[config.mk]
export PLATFORM = sky130hd
export DESIGN_NAME = priority_task_scheduler_core
export DESIGN_NICKNAME = d
export VERILOG_FILES = /design/src/hdl/psc_pkg.sv /design/src/hdl/psc_cell.sv /design/src/hdl/psc_head.sv /design/src/hdl/priority_task_scheduler_core.sv
export SDC_FILE = /design/constraint.sdc
export NUM_CORES = 1
export LEC_CHECK = 0
export ABC_AREA = 0
export BUFFER_PORTS_ARGS = -buffer_cell sky130_fd_sc_hd__buf_4
export CORE_MARGIN = 2
export CORE_UTILIZATION = 40
export CTS_BUF_LIST = sky130_fd_sc_hd__clkbuf_8
export DETAILED_ROUTE_END_ITERATION = 16
export PLACE_DENSITY = 0.55
export SYNTH_ARGS = -nofsm -noshare
export SYNTH_HDL_FRONTEND = slang
export SYNTH_SLANG_ARGS = --single-unit
[constraint.sdc]
create_clock -name clk_i -period 5.9 [get_ports clk_i]
set_clock_uncertainty 0.05 [all_clocks]
set_input_delay 0.295 -clock clk_i [delete_from_list [all_inputs] [get_ports clk_i]]
set_output_delay 0.295 -clock clk_i [all_outputs]
set_load 0.05 [all_outputs]
[src/hdl/psc_pkg.sv]
// ----------------------------------------------------------------------------
// psc_pkg
// Types and codes shared by the priority task scheduler files.
// ----------------------------------------------------------------------------
package psc_pkg;

  typedef enum logic [2:0] {
    OP_CREATE  = 3'd0,
    OP_START   = 3'd1,
    OP_TICK    = 3'd2,
    OP_DELAY   = 3'd3,
    OP_SUSPEND = 3'd4,
    OP_POST    = 3'd5
  } op_e;

  typedef enum logic [1:0] {
    ST_IDLE = 2'd0,
    ST_WALK = 2'd1,
    ST_DONE = 2'd2
  } state_e;

  typedef struct packed {
    logic [2:0]  op;
    logic [2:0]  task_index;
    logic [15:0] delay_ticks;
  } in_item_t;

  typedef struct packed {
    logic [2:0] current_task;
    logic [2:0] highest_ready;
    logic       switched;
    logic [7:0] ready_map;
  } out_item_t;

  // per-counter update control seen at the head of the ring
  typedef struct packed {
    logic tick;
    logic clear;
    logic load;
  } head_ctrl_t;

endpackage

[src/hdl/psc_cell.sv]
// ----------------------------------------------------------------------------
// psc_cell
// One delay counter of the ring; takes its neighbor's count on each shift.
// ----------------------------------------------------------------------------
module psc_cell #(
  parameter int DELAY_BITS = 16
) (
  input  logic                  clk_i,
  input  logic                  rst_ni,
  input  logic                  shift_i,
  input  logic [DELAY_BITS-1:0] cnt_i,
  output logic [DELAY_BITS-1:0] cnt_o
);

  logic [DELAY_BITS-1:0] cnt_q;
  logic [DELAY_BITS-1:0] cnt_d;

  assign cnt_d = shift_i ? cnt_i : cnt_q;
  assign cnt_o = cnt_q;

  always_ff @(posedge clk_i or negedge rst_ni) begin
    if (!rst_ni) begin
      cnt_q <= '0;
    end else begin
      cnt_q <= cnt_d;
    end
  end

endmodule

[src/hdl/psc_head.sv]
// ----------------------------------------------------------------------------
// psc_head
// Update stage between the tail and the head of the counter ring.
// ----------------------------------------------------------------------------
module psc_head #(
  parameter int DELAY_BITS = 16
) (
  input  psc_pkg::head_ctrl_t   ctrl_i,
  input  logic [DELAY_BITS-1:0] load_val_i,
  input  logic [DELAY_BITS-1:0] cnt_i,
  output logic [DELAY_BITS-1:0] cnt_o,
  output logic                  fire_o
);

  logic nonzero;

  assign nonzero = (cnt_i != '0);

  always_comb begin
    cnt_o  = cnt_i;
    fire_o = 1'b0;
    if (ctrl_i.clear) begin
      cnt_o = '0;
    end else if (ctrl_i.load) begin
      cnt_o = load_val_i;
    end else if (ctrl_i.tick && nonzero) begin
      cnt_o  = cnt_i - DELAY_BITS'(1);
      fire_o = (cnt_i == DELAY_BITS'(1));
    end
  end

endmodule

[src/hdl/priority_task_scheduler_core.sv]
// ----------------------------------------------------------------------------
// priority_task_scheduler_core
// Ready-bitmap task scheduler with one tick delay counter per task.
// ----------------------------------------------------------------------------
// Each item is accepted in ST_IDLE and then walks the delay counters: they sit
// in a ring of cells that rotates once per item, one counter passing the update
// stage each cycle in ST_WALK, then ST_DONE reschedules and loads the result
// register. A new item is accepted in the cycle after the result is loaded,
// even while that result still waits, but not before the last item is through
// ST_DONE. A result that is still waiting when the next item finishes its walk
// holds that item until it is taken.
// No clearing pass after reset.
module priority_task_scheduler_core #(
  parameter int NUM_TASKS  = 8,
  parameter int DELAY_BITS = 16
) (
  input  logic                clk_i,
  input  logic                rst_ni,
  input  logic                in_valid_i,
  output logic                in_ready_o,
  input  psc_pkg::in_item_t   in_item_i,
  output logic                out_valid_o,
  input  logic                out_ready_i,
  output psc_pkg::out_item_t  out_item_o
);

  localparam int TW = $clog2(NUM_TASKS);

  psc_pkg::state_e state_q, state_d;

  logic [2:0]            op_q;
  logic [2:0]            idx_q;
  logic [DELAY_BITS-1:0] ticks_q;
  logic [TW-1:0]         cur_q;
  logic [TW-1:0]         ptr_q, ptr_d;

  logic [NUM_TASKS-1:0]  ready_q, ready_d;
  logic [TW-1:0]         run_q, run_d;
  logic [TW-1:0]         hi_q, hi_d;

  logic                  out_valid_q;
  psc_pkg::out_item_t    out_q;

  logic                  accept;
  logic                  shift;
  logic                  commit;
  logic                  sw;
  logic [TW-1:0]         lowest;
  logic                  idx_ok;
  logic [31:0]           ticks_wide;

  logic [DELAY_BITS-1:0] cnt [NUM_TASKS];
  logic [DELAY_BITS-1:0] head_cnt;
  logic                  head_fire;
  psc_pkg::head_ctrl_t   head_ctrl;

  // ring of counters
  for (genvar k = 0; k < NUM_TASKS; k++) begin : g_cell
    psc_cell #(.DELAY_BITS(DELAY_BITS)) u_cell (
      .clk_i   (clk_i),
      .rst_ni  (rst_ni),
      .shift_i (shift),
      .cnt_i   ((k == 0) ? head_cnt : cnt[(k + NUM_TASKS - 1) % NUM_TASKS]),
      .cnt_o   (cnt[k])
    );
  end

  assign head_ctrl.tick  = (op_q == psc_pkg::OP_TICK);
  assign head_ctrl.clear = (op_q == psc_pkg::OP_CREATE) && (idx_q == 3'(ptr_q));
  assign head_ctrl.load  = (op_q == psc_pkg::OP_DELAY) && (cur_q == ptr_q);

  psc_head #(.DELAY_BITS(DELAY_BITS)) u_head (
    .ctrl_i     (head_ctrl),
    .load_val_i (ticks_q),
    .cnt_i      (cnt[NUM_TASKS-1]),
    .cnt_o      (head_cnt),
    .fire_o     (head_fire)
  );

  // next state
  always_comb begin
    state_d = state_q;
    case (state_q)
      psc_pkg::ST_IDLE: if (in_valid_i) state_d = psc_pkg::ST_WALK;
      psc_pkg::ST_WALK: if (ptr_q == '0) state_d = psc_pkg::ST_DONE;
      psc_pkg::ST_DONE: if (!out_valid_q || out_ready_i) state_d = psc_pkg::ST_IDLE;
      default:          state_d = psc_pkg::ST_IDLE;
    endcase
  end

  // outputs of the sequencer
  always_comb begin
    in_ready_o = 1'b0;
    shift      = 1'b0;
    commit     = 1'b0;
    case (state_q)
      psc_pkg::ST_IDLE: in_ready_o = 1'b1;
      psc_pkg::ST_WALK: shift      = 1'b1;
      psc_pkg::ST_DONE: commit     = !out_valid_q || out_ready_i;
      default: ;
    endcase
  end

  assign accept     = in_valid_i && in_ready_o;
  assign idx_ok     = ({1'b0, in_item_i.task_index} < 4'(NUM_TASKS));
  assign ticks_wide = {16'b0, in_item_i.delay_ticks};

  // lowest set ready bit, idle index when empty
  always_comb begin
    lowest = TW'(NUM_TASKS - 1);
    for (int i = NUM_TASKS - 1; i >= 0; i--) begin
      if (ready_q[i]) lowest = TW'(i);
    end
  end

  always_comb begin
    ready_d = ready_q;
    if (accept) begin
      case (in_item_i.op)
        psc_pkg::OP_CREATE,
        psc_pkg::OP_POST: if (idx_ok) ready_d[in_item_i.task_index[TW-1:0]] = 1'b1;
        psc_pkg::OP_DELAY,
        psc_pkg::OP_SUSPEND: ready_d[run_q] = 1'b0;
        default: ;
      endcase
    end else if (shift && head_fire) begin
      ready_d[ptr_q] = 1'b1;
    end
  end

  always_comb begin
    run_d = run_q;
    hi_d  = hi_q;
    sw    = 1'b0;
    case (op_q)
      psc_pkg::OP_START: begin
        run_d = lowest;
        hi_d  = lowest;
      end
      psc_pkg::OP_TICK, psc_pkg::OP_DELAY, psc_pkg::OP_SUSPEND, psc_pkg::OP_POST: begin
        run_d = lowest;
        hi_d  = lowest;
        sw    = (lowest != run_q);
      end
      default: ;
    endcase
  end

  assign ptr_d = accept ? TW'(NUM_TASKS - 1) : (shift ? ptr_q - TW'(1) : ptr_q);

  always_ff @(posedge clk_i or negedge rst_ni) begin
    if (!rst_ni) begin
      state_q     <= psc_pkg::ST_IDLE;
      ptr_q       <= '0;
      ready_q     <= '0;
      run_q       <= '0;
      hi_q        <= '0;
      out_valid_q <= 1'b0;
    end else begin
      state_q <= state_d;
      ptr_q   <= ptr_d;
      ready_q <= ready_d;
      if (commit) begin
        run_q       <= run_d;
        hi_q        <= hi_d;
        out_valid_q <= 1'b1;
      end else if (out_ready_i) begin
        out_valid_q <= 1'b0;
      end
    end
  end

  always_ff @(posedge clk_i) begin
    if (accept) begin
      op_q    <= in_item_i.op;
      idx_q   <= in_item_i.task_index;
      ticks_q <= ticks_wide[DELAY_BITS-1:0];
      cur_q   <= run_q;
    end
    if (commit) begin
      out_q.current_task  <= 3'(run_d);
      out_q.highest_ready <= 3'(hi_d);
      out_q.switched      <= sw;
      out_q.ready_map     <= 8'(ready_q);
    end
  end

  assign out_valid_o = out_valid_q;
  assign out_item_o  = out_q;

endmodule

==> results.md <==
* WP data arrival at 3.67 ns
* IO Pins at 43
* Height of the die at 144 um
* Share of cells above drive strength 1 at 0.335
* Commonest non-fill, non-tap cell in the layout: dfrtp_1
* Router iterations before antenna repair at 4
* Total number of vias at 4617
* Setup crit end: ready_q[3]
* Met3 Use GR at 0.0351
* Part of the cycle the worst path needs at 0.571
* Post-synth ARST share at 0.787
* FILL cells at 1732
* Input/output buffers at 42
* Nature of the critical path startpoint: flip-flop
* Post-route cell area at 9070 um^2
* Core Rows at 51
* Top FF cell, synth: dfrtp_1
* CTS buffer count at 17
* Initial antenna violation count at 0
* Vias per Instance at 5.16
* Slowest CP cell: inv_1
* Worst Path Buf+Inv at 1
* CP Max Fanout at 32
* Post-layout nets at 647
* Final setup fails at 0
* Max Clk Rate at 0.297 GHz
* FF+latch count, synth at 188
* Clock sink count at 188
* Die ar. at 20800 um^2
* Clock Path Buffers at 2
* Avg Synthesized Cell Area at 14.1 um^2
* CP delay by family, top: buffers and inverters
* Max IR drop VDD at 0.000267 V
* Tmin final at 3.37 ns
* Largest net degree at the start of global routing at 82
* Cells after Synth at 557
* Initial core utilization at 0.406
* Vias in the first global route at 4703
* CP cell instances: or3b_2 -> inv_1 -> o21ai_0 -> o31a_1 -> mux2_4
* Sequential area share after synthesis at 0.625
* WP depth at 5
* First-pass GRT wire length at 24500 um
* R2R depth at 5
* Netlist cell types at 55
* Layer with the highest usage: met2
* Total Wirelength at 15100 um
* CTS clk-pin slew, worst paths at 0.09 ns
* RSZ-0062 raised after global routing: no
* GRT met1 Usage at 0.212
* Number of remaining DRC errors at 0
* Setup TNS at 0 ns
* Area growth syn-to-layout at 15.6%
* Htree depth at 4
* Core Area at 19300 um^2
* Die W at 144 um
* Crit path launch: state_q[0]
* Final ANT Viol Nets at 0
* Worst hold path class: input port to flip-flop
* Relative slew slack at 0.138
* DP HPWL at 9670 um
* Wirelength per Cell at 16.9 um
* Total track usage at 0.155
* CP Data Required Time at 6.20 ns
* Ys Warns at 0
* Critical path type: flip-flop to flip-flop
* Fin. Hold Viols at 0
* CP endpoint kind: flip-flop
* Reg2Reg Setup Slack at 2.53 ns
* CTS Root Cell: clkbuf_8
* R2R Path End: ready_q[3]
* Lkg Pwr at 4.06 nW
* Ant diodes at 0
* Worst reg2reg path startpoint: state_q[0]
* Fin cells at 894
* Final Total Pwr at 4.52 mW
* CTS tree: built
* Worst skew pair latency at 0.46 ns
* GR Util met2 at 0.240
* Netlist Area Pre-Place at 7850 um^2
* GPL Wtd Cong at 0.841
* P per Cell Area at 498 nW/um^2
* Final slew viol count at 0
* GR Overflow Total at 0
* Status: complete, no violations
* Number of flops mapped to enable cells by yosys at 40
* Initial drt markers at 279
* Cells after DPL at 839
* CP max stage delay at 0.99 ns
* Most frequent cells in the layout: dfrtp_1 (148), mux2_2 (118), buf_4 (44)
* Maxcap violations at 0
* Syn_nets at 588
* Post-DP Area at 8400 um^2
* Worst-Margin Slew at 1.29 ns
area by class of cell:
type / count / area [um^2] / area share
clock inverters: 14 / 188 / 0.0207
clock buffers: 18 / 248 / 0.0273
repair buffers: 68 / 572 / 0.0630
well taps: 265 / 332 / 0.0366
multi-input cells: 330 / 2790 / 0.307
flip-flops and latches: 188 / 4900 / 0.541
inverters: 11 / 41.3 / 0.00455
kinds of logic after synthesis:
kind of cell | synth area share
compound gates | 0.0716
xor+xnor | 0.0223
fa+ha+maj | 0.00797
buf+inv | 0.0212
flops | 0.625
mux | 0.184
simple gates | 0.0678
per-stage QoR:
stage	hold WS, ns	util	setup WS (ns)
after detailed placement	0.300	0.435	2.55
after global placement	0.291	0.435	2.81
after CTS	0.0516	0.469	2.50
after global routing	0.0725	0.469	2.34
final	0.0802	0.469	2.53
after floorplan	-0.0506	-	3.40
where the power goes:
group | internal, mW | switching, mW | leakage (nW) | total (mW)
logic | 0.736 | 0.762 | 1.47 | 1.50
clock network | 0.475 | 0.465 | 0.231 | 0.940
registers | 1.76 | 0.317 | 2.36 | 2.08
how the worst min path moves through the flow:
stage | startpoint | end | slack (ns) | depth (start not counted)
2_1_floorplan | rst_ni | g_cell[0].u_cell.cnt_o[0] | -0.05 | 0
3_3_place_gp | rst_ni | g_cell[4].u_cell.cnt_o[7] | 0.29 | 1
3_5_place_dp | rst_ni | g_cell[4].u_cell.cnt_o[9] | 0.30 | 1
4_1_cts | out_ready_i | out_valid_o | 0.05 | 3
5_1_grt | out_ready_i | out_valid_o | 0.07 | 3
6_report | out_ready_i | out_valid_o | 0.08 | 3
sequential cells by signal (all words and copies together), names as in the netlist:
register,cells
op_q,3
hi_q,3
out_valid_o,1
ready_q,8
g_cell.u_cell.cnt_o,128
out_item_o,15
cur_q,3
run_q,3
idx_q,3
ptr_q,3
ticks_q,16
state_q,2
routing by layer:
layer | up-vias | share of wire
li1 | 2156 | -
met1 | 2346 | 0.47
met2 | 101 | 0.48
met3 | 14 | 0.037
met4 | 0 | 0.015
met5 | - | 0
worst reg2reg max path, delay by kind of cell, from the launching register on:
family,cells,cell delay (ns)
AO/OA/AOI/OAI,2,0.75
buffers and inverters,1,0.99
flip-flops,1,0.44
multiplexers,1,0.37
AND/OR/NAND/NOR,1,0.65
synth_stat cells, types with 2 or more instances:
cell,instances,area share
nor2b_1,6,0.0048
nor2_1,16,0.0077
ha_1,5,0.0080
dfrtp_1,148,0.47
mux2_4,7,0.013
buf_2,10,0.0064
nor3b_1,4,0.0038
a21oi_1,14,0.0089
nand4_1,6,0.0048
clkbuf_1,16,0.0077
a31oi_1,4,0.0032
nand2b_1,4,0.0032
o21ai_0,23,0.015
xnor2_1,20,0.022
nor4b_1,2,0.0022
nand3_1,8,0.0051
a22oi_1,16,0.015
inv_1,11,0.0053
and3b_1,2,0.0022
nor4_1,8,0.0064
and3_1,2,0.0016
a211oi_1,7,0.0067
nand2_1,16,0.0077
nor3_1,9,0.0057
edfxtp_1,40,0.15
mux2_2,118,0.17
a21o_1,6,0.0057
o211ai_1,2,0.0019
repair_timing:
action	in CTS	in global routing
resized for setup	0	0
hold buffers	23	0
endpoints found under the hold margin	89	0
buffers inserted	0	0
No activity file was read; power rests on OpenSTA's default activity.
